$ cat config.mk
export PLATFORM = sky130hd
export DESIGN_NAME = rv32im_execute_unit
export DESIGN_NICKNAME = d
export VERILOG_FILES = /design/src/rvexu_pkg.sv /design/src/rvexu_mul.sv /design/src/rv32im_execute_unit.sv
export SDC_FILE = /design/constraint.sdc
export NUM_CORES = 2
export LEC_CHECK = 0
export ABC_AREA = 1
export BUFFER_PORTS_ARGS = -buffer_cell sky130_fd_sc_hd__buf_4
export CORE_AREA = 2 2 271 541
export DETAILED_ROUTE_END_ITERATION = 16
export DIE_AREA = 0 0 273 543
export PLACE_DENSITY = 0.68
export SLEW_MARGIN = 0
export SYNTH_ARGS = -nofsm -noshare
export SYNTH_HDL_FRONTEND = slang
export SYNTH_SLANG_ARGS = --single-unit
$ cat constraint.sdc
create_clock -name clk -period 5.65 [get_ports clk]
set_input_delay 0.2825 -clock clk [delete_from_list [all_inputs] [get_ports clk]]
set_output_delay 0.2825 -clock clk [all_outputs]
set_load 0.05 [all_outputs]
$ cat src/rvexu_pkg.sv
// Shared types and operation codes for the RV32IM execute unit.
package rvexu_pkg;

	localparam logic [3:0] FUNC_LUI    = 4'd0;
	localparam logic [3:0] FUNC_AUIPC  = 4'd1;
	localparam logic [3:0] FUNC_JAL    = 4'd2;
	localparam logic [3:0] FUNC_JALR   = 4'd3;
	localparam logic [3:0] FUNC_BRANCH = 4'd4;
	localparam logic [3:0] FUNC_LOAD   = 4'd5;
	localparam logic [3:0] FUNC_STORE  = 4'd6;
	localparam logic [3:0] FUNC_OP_IMM = 4'd7;
	localparam logic [3:0] FUNC_OP     = 4'd8;

	localparam logic [2:0] F3_BEQ  = 3'd0;
	localparam logic [2:0] F3_BNE  = 3'd1;
	localparam logic [2:0] F3_BLT  = 3'd4;
	localparam logic [2:0] F3_BGE  = 3'd5;
	localparam logic [2:0] F3_BLTU = 3'd6;
	localparam logic [2:0] F3_BGEU = 3'd7;

	localparam logic [2:0] F3_ADD  = 3'd0;
	localparam logic [2:0] F3_SLL  = 3'd1;
	localparam logic [2:0] F3_SLT  = 3'd2;
	localparam logic [2:0] F3_SLTU = 3'd3;
	localparam logic [2:0] F3_XOR  = 3'd4;
	localparam logic [2:0] F3_SR   = 3'd5;
	localparam logic [2:0] F3_OR   = 3'd6;
	localparam logic [2:0] F3_AND  = 3'd7;

	localparam logic [2:0] F3_MUL    = 3'd0;
	localparam logic [2:0] F3_MULHSU = 3'd2;
	localparam logic [2:0] F3_MULHU  = 3'd3;

	localparam logic [6:0] FUNCT7_MUL       = 7'd1;
	localparam logic [6:0] FUNCT7_SHIFT_MSK = 7'h7e;
	localparam logic [31:0] JALR_MASK       = 32'hffff_fffe;
	localparam logic [31:0] LINK_STEP       = 32'd4;

	typedef struct packed {
		logic [3:0]         func;
		logic [2:0]         funct3;
		logic [6:0]         funct7;
		logic signed [31:0] operand_a;
		logic signed [31:0] operand_b;
		logic signed [31:0] operand_c;
		logic signed [31:0] immediate;
		logic [5:0]         shift_amount;
		logic [31:0]        pc;
		logic               bubble;
	} exu_in_t;

	typedef struct packed {
		logic [31:0]        result;
		logic [31:0]        target_address;
		logic               write_back_enable;
		logic signed [31:0] store_data;
		logic               bubble_out;
	} exu_out_t;

endpackage

$ cat src/rvexu_mul.sv
// Two-stage 33-by-33-bit multiplier for the MUL, MULH, MULHSU and MULHU variants.
module rvexu_mul import rvexu_pkg::*; (
	input  logic        clk,
	input  logic [31:0] a,
	input  logic [31:0] b,
	input  logic [2:0]  funct3,
	output logic [63:0] product
);

	logic        sign_a;
	logic        sign_b;
	logic [32:0] ext_a;
	logic [32:0] ext_b;
	logic [49:0] pp_lo;
	logic [49:0] pp_hi;
	logic [49:0] pp_lo_s2;
	logic [49:0] pp_hi_s2;

	always_comb begin
		sign_a = (funct3 != F3_MULHU);
		sign_b = (funct3 != F3_MULHU) && (funct3 != F3_MULHSU);
		ext_a  = {sign_a & a[31], a};
		ext_b  = {sign_b & b[31], b};
		pp_lo  = 50'($signed(ext_a) * $signed({1'b0, ext_b[15:0]}));
		pp_hi  = 50'($signed(ext_a) * $signed(ext_b[32:16]));
	end

	always_ff @(posedge clk) begin
		pp_lo_s2 <= pp_lo;
		pp_hi_s2 <= pp_hi;
	end

	assign product = 64'($signed(pp_lo_s2)) + (64'($signed(pp_hi_s2)) << 16);

endmodule

$ cat src/rv32im_execute_unit.sv
// Top level of the RV32IM execute unit: three-stage pipeline around the ALU and multiplier.
//
// Usage: present one decoded instruction on instr and raise start for one cycle
// per item. busy is held low, so an item may be started in every clock cycle.
// Stage one registers the item. Stage two evaluates the ALU, branch compare,
// target add and the two partial products of the multiply. Stage three adds the
// partial products, picks the multiply word or the ALU value, applies bubble
// squashing and drives the output register.
// Every item gives exactly one result: done is high for one cycle with the
// result on res, once the item has passed all three register stages. Throughput
// is one item per cycle, with the multiply split across stages two and three.
// A squashed item still produces a result with every field zero except
// bubble_out. The receiver cannot hold results off, so a result is present
// exactly in the cycle that done marks it.
// Reset clears all valid bits at once; items in flight are dropped and done
// stays low until new items pass through the pipeline.
module rv32im_execute_unit import rvexu_pkg::*; (
	input  logic     clk,
	input  logic     arst_n,
	input  logic     start,
	output logic     busy,
	input  exu_in_t  instr,
	output logic     done,
	output exu_out_t res
);

	logic        valid_s1;
	exu_in_t     instr_s1;

	logic        valid_s2;
	logic [31:0] alu_s2;
	logic [31:0] target_s2;
	logic        wb_s2;
	logic [31:0] store_s2;
	logic        bubble_s2;
	logic        is_mul_s2;
	logic        mul_hi_s2;

	logic        valid_s3;
	exu_out_t    out_s3;

	logic [31:0] ua;
	logic [31:0] ub;
	logic [31:0] uc;
	logic [31:0] uimm;
	logic [5:0]  sh;
	logic [31:0] shl_v;
	logic [31:0] srl_v;
	logic [31:0] sra_v;
	logic        lt_s;
	logic        lt_u;
	logic [31:0] alu_v;
	logic [31:0] target_v;
	logic        is_mul;
	logic [63:0] product_v;
	exu_out_t    out_v;

	assign busy = 1'b0;

	always_ff @(posedge clk or negedge arst_n) begin
		if (!arst_n) begin
			valid_s1 <= 1'b0;
			valid_s2 <= 1'b0;
			valid_s3 <= 1'b0;
		end else begin
			valid_s1 <= start && !busy;
			valid_s2 <= valid_s1;
			valid_s3 <= valid_s2;
		end
	end

	always_ff @(posedge clk) begin
		instr_s1 <= instr;
	end

	rvexu_mul u_mul (
		.clk     (clk),
		.a       (ua),
		.b       (ub),
		.funct3  (instr_s1.funct3),
		.product (product_v)
	);

	always_comb begin
		ua    = instr_s1.operand_a;
		ub    = instr_s1.operand_b;
		uc    = instr_s1.operand_c;
		uimm  = instr_s1.immediate;
		sh    = (instr_s1.func == FUNC_OP) ? ub[5:0] : instr_s1.shift_amount;
		shl_v = sh[5] ? 32'd0 : (ua << sh[4:0]);
		srl_v = sh[5] ? 32'd0 : (ua >> sh[4:0]);
		sra_v = sh[5] ? {32{ua[31]}} : 32'($signed(ua) >>> sh[4:0]);
		lt_s  = $signed(ua) < $signed((instr_s1.func == FUNC_OP_IMM) ? uimm : ub);
		lt_u  = ua < ub;
		is_mul = (instr_s1.func == FUNC_OP) && (instr_s1.funct7 == FUNCT7_MUL);
		alu_v    = 32'd0;
		target_v = 32'd0;
		unique case (instr_s1.func)
			FUNC_LUI: alu_v = ub;
			FUNC_AUIPC: alu_v = instr_s1.pc + ub;
			FUNC_JAL: begin
				alu_v    = instr_s1.pc + LINK_STEP;
				target_v = instr_s1.pc + ub;
			end
			FUNC_JALR: begin
				alu_v    = instr_s1.pc + LINK_STEP;
				target_v = (ua + ub) & JALR_MASK;
			end
			FUNC_BRANCH: begin
				target_v = instr_s1.pc + uc;
				unique case (instr_s1.funct3)
					F3_BEQ:  alu_v = {31'd0, ua == ub};
					F3_BNE:  alu_v = {31'd0, ua != ub};
					F3_BLT:  alu_v = {31'd0, lt_s};
					F3_BGE:  alu_v = {31'd0, !lt_s};
					F3_BLTU: alu_v = {31'd0, lt_u};
					F3_BGEU: alu_v = {31'd0, !lt_u};
					default: alu_v = 32'd0;
				endcase
			end
			FUNC_LOAD, FUNC_STORE: alu_v = ua + uimm;
			FUNC_OP_IMM: begin
				unique case (instr_s1.funct3)
					F3_ADD:  alu_v = ua + uimm;
					F3_SLL:  alu_v = shl_v;
					F3_SLT:  alu_v = {31'd0, lt_s};
					F3_SLTU: alu_v = {31'd0, lt_u};
					F3_XOR:  alu_v = ua ^ uimm;
					F3_SR:   alu_v = ((instr_s1.funct7 & FUNCT7_SHIFT_MSK) == 7'd0) ?
						srl_v : sra_v;
					F3_OR:   alu_v = ua | uimm;
					F3_AND:  alu_v = ua & uimm;
					default: alu_v = 32'd0;
				endcase
			end
			FUNC_OP: begin
				unique case (instr_s1.funct3)
					F3_ADD:  alu_v = (instr_s1.funct7 == 7'd0) ? ua + ub : ua - ub;
					F3_SLL:  alu_v = shl_v;
					F3_SLT:  alu_v = {31'd0, lt_s};
					F3_SLTU: alu_v = {31'd0, lt_u};
					F3_XOR:  alu_v = ua ^ ub;
					F3_OR:   alu_v = ua | ub;
					F3_AND:  alu_v = ua & ub;
					default: alu_v = 32'd0;
				endcase
			end
			default: begin
				alu_v    = 32'd0;
				target_v = 32'd0;
			end
		endcase
	end

	always_ff @(posedge clk) begin
		alu_s2    <= alu_v;
		target_s2 <= target_v;
		wb_s2     <= (instr_s1.func != FUNC_BRANCH) && (instr_s1.func != FUNC_STORE);
		store_s2  <= uc;
		bubble_s2 <= instr_s1.bubble;
		is_mul_s2 <= is_mul;
		mul_hi_s2 <= (instr_s1.funct3 != F3_MUL);
	end

	always_comb begin
		if (bubble_s2) begin
			out_v            = '0;
			out_v.bubble_out = 1'b1;
		end else begin
			out_v.result            = is_mul_s2 ?
				(mul_hi_s2 ? product_v[63:32] : product_v[31:0]) : alu_s2;
			out_v.target_address    = target_s2;
			out_v.write_back_enable = wb_s2;
			out_v.store_data        = store_s2;
			out_v.bubble_out        = 1'b0;
		end
	end

	always_ff @(posedge clk) begin
		out_s3 <= out_v;
	end

	assign done = valid_s3;
	assign res  = out_s3;

	a_latency: assert property (@(posedge clk) disable iff (!arst_n)
		start |-> ##3 done)
		else $error("accepted item did not complete after three cycles");

	a_no_spurious: assert property (@(posedge clk) disable iff (!arst_n)
		done |-> $past(start, 3))
		else $error("result strobe without an accepted item");

	a_bubble_zero: assert property (@(posedge clk) disable iff (!arst_n)
		done && res.bubble_out |-> res.result == 32'd0 && res.target_address == 32'd0
			&& !res.write_back_enable && res.store_data == 32'sd0)
		else $error("squashed item carried nonzero fields");

	a_bubble_track: assert property (@(posedge clk) disable iff (!arst_n)
		done |-> res.bubble_out == $past(instr.bubble, 3))
		else $error("bubble flag lost in the pipeline");

endmodule
==> results of run 1 <==
Yosys cell counts, types with 90 or more instances:
cell type  instances  share of area [%]
fa_1            1031                 29
xor2_1           131                1.6
nor2_1           634                3.3
nand2_1         2324                 12
dfxtp_1          477                 13
nand3_1          424                3.0
a31oi_1           90               0.78
a21oi_1          525                3.7
ha_1             534                9.3
o21ai_0          439                3.1
inv_1           2243                 12
clkbuf_1         338                1.8
logic make-up after synthesis:
family                   after synthesis
multiplexers                           6
other                                  1
XOR/XNOR                             210
AND/OR/NAND/NOR                     3612
flip-flops                           480
buffers and inverters               2668
AO/OA/AOI/OAI                       1428
adder cells (fa/ha/maj)             1565
metal layers:
layer / GRT overflow / track usage [%]
met5: 0 / 9.53
met4: 182 / 74.7
met3: 5 / 39.2
met2: 218 / 91.8
met1: 0 / 62.2
repair_timing:
item / in CTS
pin swaps: 240
gates resized for setup: 691
endpoints found under the setup margin: 68
setup buffers: 186
gates cloned: 4
hold endpoints to repair: 185
hold buffers: 184
through the flow:
step / hold slack [ps] / utilization [%] / TNS (ps)
after floorplan: -13.1 / - / -147
after global placement: 69.7 / 58.0 / -41210
after detailed placement: 73.1 / 58.0 / -45920
after CTS: 178 / 63.5 / -18870
==> impl_results.md, run 1 <==
- Ys Warns: 0
- Placed inst area: 83500 um^2
- Failing step: global routing (5_1_grt)
- Initial Util: 49.9%
- Grt ovf: 405
- Synth unique cells: 64
- I/O pin count: 284
- Post-Synth Adder-Cell Area: 38.1%
- Synth Area in Simple Gates: 20.4%
- Post-synthesis mux area share: 0.0837%
- First-pass GRT wire length: 706000 um
- Post-synthesis compound-gate area fraction: 11.3%
- Vias in the first global route: 93800
- Die Span Y: 543 um
- Htree depth: 2
- Final weighted congestion in routability-driven placement: 1.17
- Sequential-to-total area share from yosys stat: 13.4%
- Syn nets: 11700
- Placed cell count: 12700
- Status: aborted with a tool error
- Synth Flop Type: dfxtp_1
- Post-Syn Area: 71800 um^2
- Site Rows: 197
- Detailed Place HPWL: 331000 um
- Mapped Cells: 9970
- Die X: 273 um
- Fraction of registers with async set/reset: 0.625%
- Deepest clock path buffer count: 3
- Port Buffers: 282
- Setup WS pre-CTS: -1630 ps
- Main combinational cell family by area after synthesis: adder cells
- #FFs+latches synth: 480
- Log Error: [ERROR GRT-0116] Global routing finished with congestion. Check the congestion regions in the DRC Viewer.
- Clock root cell: clkbuf_16
- Post-Synth XOR/XNOR Area: 2.56%
- Syn Area/Cell: 7.20 um^2
- EDFF count, synth: 0
- TritonCTS buffer count: 45
- GRT Util Overall: 65.9%
- # clock sinks: 480
- Pin count of the biggest net entering global routing: 79
==> inputs of run 2 (changes only) <==
--- a/config.mk
+++ b/config.mk
@@ -7,10 +7,10 @@
 export LEC_CHECK = 0
 export ABC_AREA = 1
 export BUFFER_PORTS_ARGS = -buffer_cell sky130_fd_sc_hd__buf_4
-export CORE_AREA = 2 2 271 541
+export CORE_AREA = 2 2 456 458
 export DETAILED_ROUTE_END_ITERATION = 16
-export DIE_AREA = 0 0 273 543
-export PLACE_DENSITY = 0.68
+export DIE_AREA = 0 0 458 460
+export PLACE_DENSITY_LB_ADDON = 0.15
 export SLEW_MARGIN = 0
 export SYNTH_ARGS = -nofsm -noshare
 export SYNTH_HDL_FRONTEND = slang
==> constraint.sdc (replaced) <==
create_clock -name clk -period 7.3 [get_ports clk]
set_input_delay 0.365 -clock clk [delete_from_list [all_inputs] [get_ports clk]]
set_output_delay 0.365 -clock clk [all_outputs]
set_load 0.05 [all_outputs]
==> impl_results.md, run 2 <==
- Leading area contributor after synthesis: fa_1
- R2R depth: 22
- CTS tree: yes
- Setup violation total in the final timing report: 0
- Grt met1 use: 46.5%
- Skew-Pair Late Insertion Delay: 720 ps
- # clock sinks: 480
- Ys Warns: 0
- Clock root cell: clkbuf_16
- Synth top area cells: fa_1 29%, dfxtp_1 13%, nand2_1 12%, inv_1 12%, ha_1 9.3%
- Setup CP Type: register to register
- Port Buffers: 282
- Deepest clock path buffer count: 3
- Die X: 458 um
- Initial Util: 34.8%
- Initial detailed-routing violation count: 6923
- Die Span Y: 460 um
- Final weighted congestion in routability-driven placement: 1.08
- Postcts setup bufs: 0
- Critical Path Slowest Stage Cell: dfxtp_2
- Area occupied by multi-input gates: 52100 um^2
- Pin count of the biggest net entering global routing: 86
- FF+latch area: 9700 um^2
- Clk_skew: 29.9 ps
- Initial antenna violation count: 53
- Final #Nets: 12100
- Hold_sp: instr[119]
- First-pass GRT wire length: 516000 um
- Max FO, Critical Path: 20
- Mapped Cells: 9970
- I/O pin count: 284
- Fin Setup TNS: 0 ps
- Status: finished clean
- Detailed-route via count: 69900
- Wire length per cell: 27.6 um
- Post-Syn Area: 71800 um^2
- Most common cell after layout, fill and taps aside: nand2_1
- Vias per cell: 5.32
- Commonest cells post-synth: 2324 x nand2_1, 2243 x inv_1, 1031 x fa_1, 634 x nor2_1, 534 x ha_1
- Class of the worst hold path: primary input to register
- Site Rows: 167
- GR Util met2: 51.7%
- M3 GR Usage: 8.86%
- Clock transition at the registers of the reported paths: 70 ps
- Total wire length: 363000 um
- Final hold vios: 0
- GRT busiest layer: met2
- RSZ-0062 raised after global routing: no
- TritonCTS buffer count: 59
- RR Endpoint: u_mul.pp_lo_s2[49]
- Data required time of the critical path: 7860 ps
- Kind of end point of the critical path: register
- Most used cell, CP: fa_1
- Slew Viols, Final: 0
- Max reg flops: 98
- Largest stage delay on the critical path: 840 ps
- Vias in the first global route: 71000
- Die Area: 211000 um^2
- Most common cell in the netlist: nand2_1
- EDFF count, synth: 0
- Worst R2R Start: ua[30]
- Relative slew slack: 24.3%
- Area growth syn-to-layout: 14.3%
- Sequential-to-total area share from yosys stat: 13.4%
- Final period util: 95.0%
- CP Cell Sequence: buf_4 -> nand2_1 -> fa_1 -> inv_1 -> fa_1 -> inv_1 -> fa_1 -> fa_1 -> fa_1 -> inv_1 -> fa_1 -> ha_1 -> nand2_1 -> nor2_1 -> inv_1 -> nor2_1 -> nand2_1 -> o311ai_1 -> buf_4 -> nand2_1 -> o211ai_1 -> xor2_1
- CP Data Arrival Time: 7490 ps
- Htree depth: 2
- Worst setup startpoint: ua[30]
- #FFs+latches synth: 480
- Synth Flop Type: dfxtp_1
- DRC errors left: 0
- Slew at the pin with the worst max-slew slack: 1120 ps
- Layout cells sized above 1: 7.65%
- Max Cap Viol: 0
- WHS Path Cells: 2
- Filler cells: 21800
- Post-synth top area share: 28.8%
- Fraction of registers with async set/reset: 0.625%
- R2R setup slack: 370 ps
- GRT Util Overall: 34.2%
- Detailed Place HPWL: 307000 um
- Syn Area/Cell: 7.20 um^2
- Grt ovf: 0
- Fmax: 0.144 GHz
- Most frequent cells in the layout: 2323 x nand2_1, 2240 x inv_1, 1031 x fa_1, 629 x nor2_1, 537 x buf_4
- Hold Crit Endpoint: ub[16]
- Post-route ant nets: 0
- Synth unique cells: 64
- Syn nets: 11700
- Drt pass-1 iters: 6
- Post-layout min period: 6930 ps
- Core ar.: 206000 um^2
- Startpoint class of the critical path: register
-- run 2: cell counts after synthesis --
No cell type changed its count.
-- run 2: worst max-delay path, delay by kind of cell, from the launching register on --
family,cells,cell delay (ps)
buffers and inverters,6,830
xor gates and xnor gates,1,90
and+or+nand+nor,6,730
adders and majority gates,7,3580
AOI/OAI and AO/OA,2,670
DFF,1,840
-- run 2: repair_timing --
action / CTS / global route
hold endpoints to repair: 185 / 0
hold buffers: 184 / 0
gates resized for setup: 0 / 4
setup endpoints to repair: 0 / 3
-- run 2: layout make-up --
cell class / instances / share of cell area (%)
Inverter: 2259 / 10.3
Tap cell: 2704 / 4.12
Clock inverter: 27 / 0.454
Sequential cell: 480 / 11.8
Multi-Input combinational cell: 6822 / 63.4
Timing Repair Buffer: 744 / 7.72
Antenna cell: 31 / 0.0945
Clock buffer: 78 / 2.01
-- run 2: worst max-delay path by stage --
| stage | end | cells after the start |
|---|---|---|
| 6_report | u_mul.pp_lo_s2[49] | 22 |
| 5_1_grt | u_mul.pp_hi_s2[46] | 20 |
| 4_1_cts | u_mul.pp_lo_s2[49] | 22 |
| 3_5_place_dp | u_mul.pp_lo_s2[49] | 23 |
| 3_3_place_gp | u_mul.pp_lo_s2[49] | 22 |
| 2_1_floorplan | u_mul.pp_lo_s2[49] | 24 |
-- run 2: per-stage QoR --
step	cells	hold WS, ps	utilization (%)	cell area (um^2)	setup WS [ps]
floorplan	9970	69.4	-	71800	1220
global route	13100	269	39.8	82000	23.6
finish	13100	286	39.8	82100	366
CTS	13100	225	39.8	82000	42.9
global placement	12800	152	37.9	78100	77.4
detailed placement	12800	154	37.9	78100	84.0
-- run 2: logic make-up (layout without fill, tap and decap cells) --
logic type               Yosys count  after routing  share of synthesized area, %
AND/OR/NAND/NOR                 3612           3612                          20.4
buffers and inverters           2668           3108                          14.2
adder cells (fa/ha/maj)         1565           1565                          38.1
AO/OA/AOI/OAI                   1428           1428                          11.3
flip-flops                       480            480                          13.4
XOR/XNOR                         210            210                          2.56
multiplexers                       6              6                        0.0837
other                              1             32                       0.00522
-- run 2: layer usage --
metal	part of all wire [%]	wire [um]
met5	0.056	205
met4	4.4	16200
met3	10	36900
met2	42	154000
met1	43	156000
Power of run 2 is left out: the tool's default activity adds up to more than one toggle a clock period on the data nets, which glitch-free logic cannot reach.
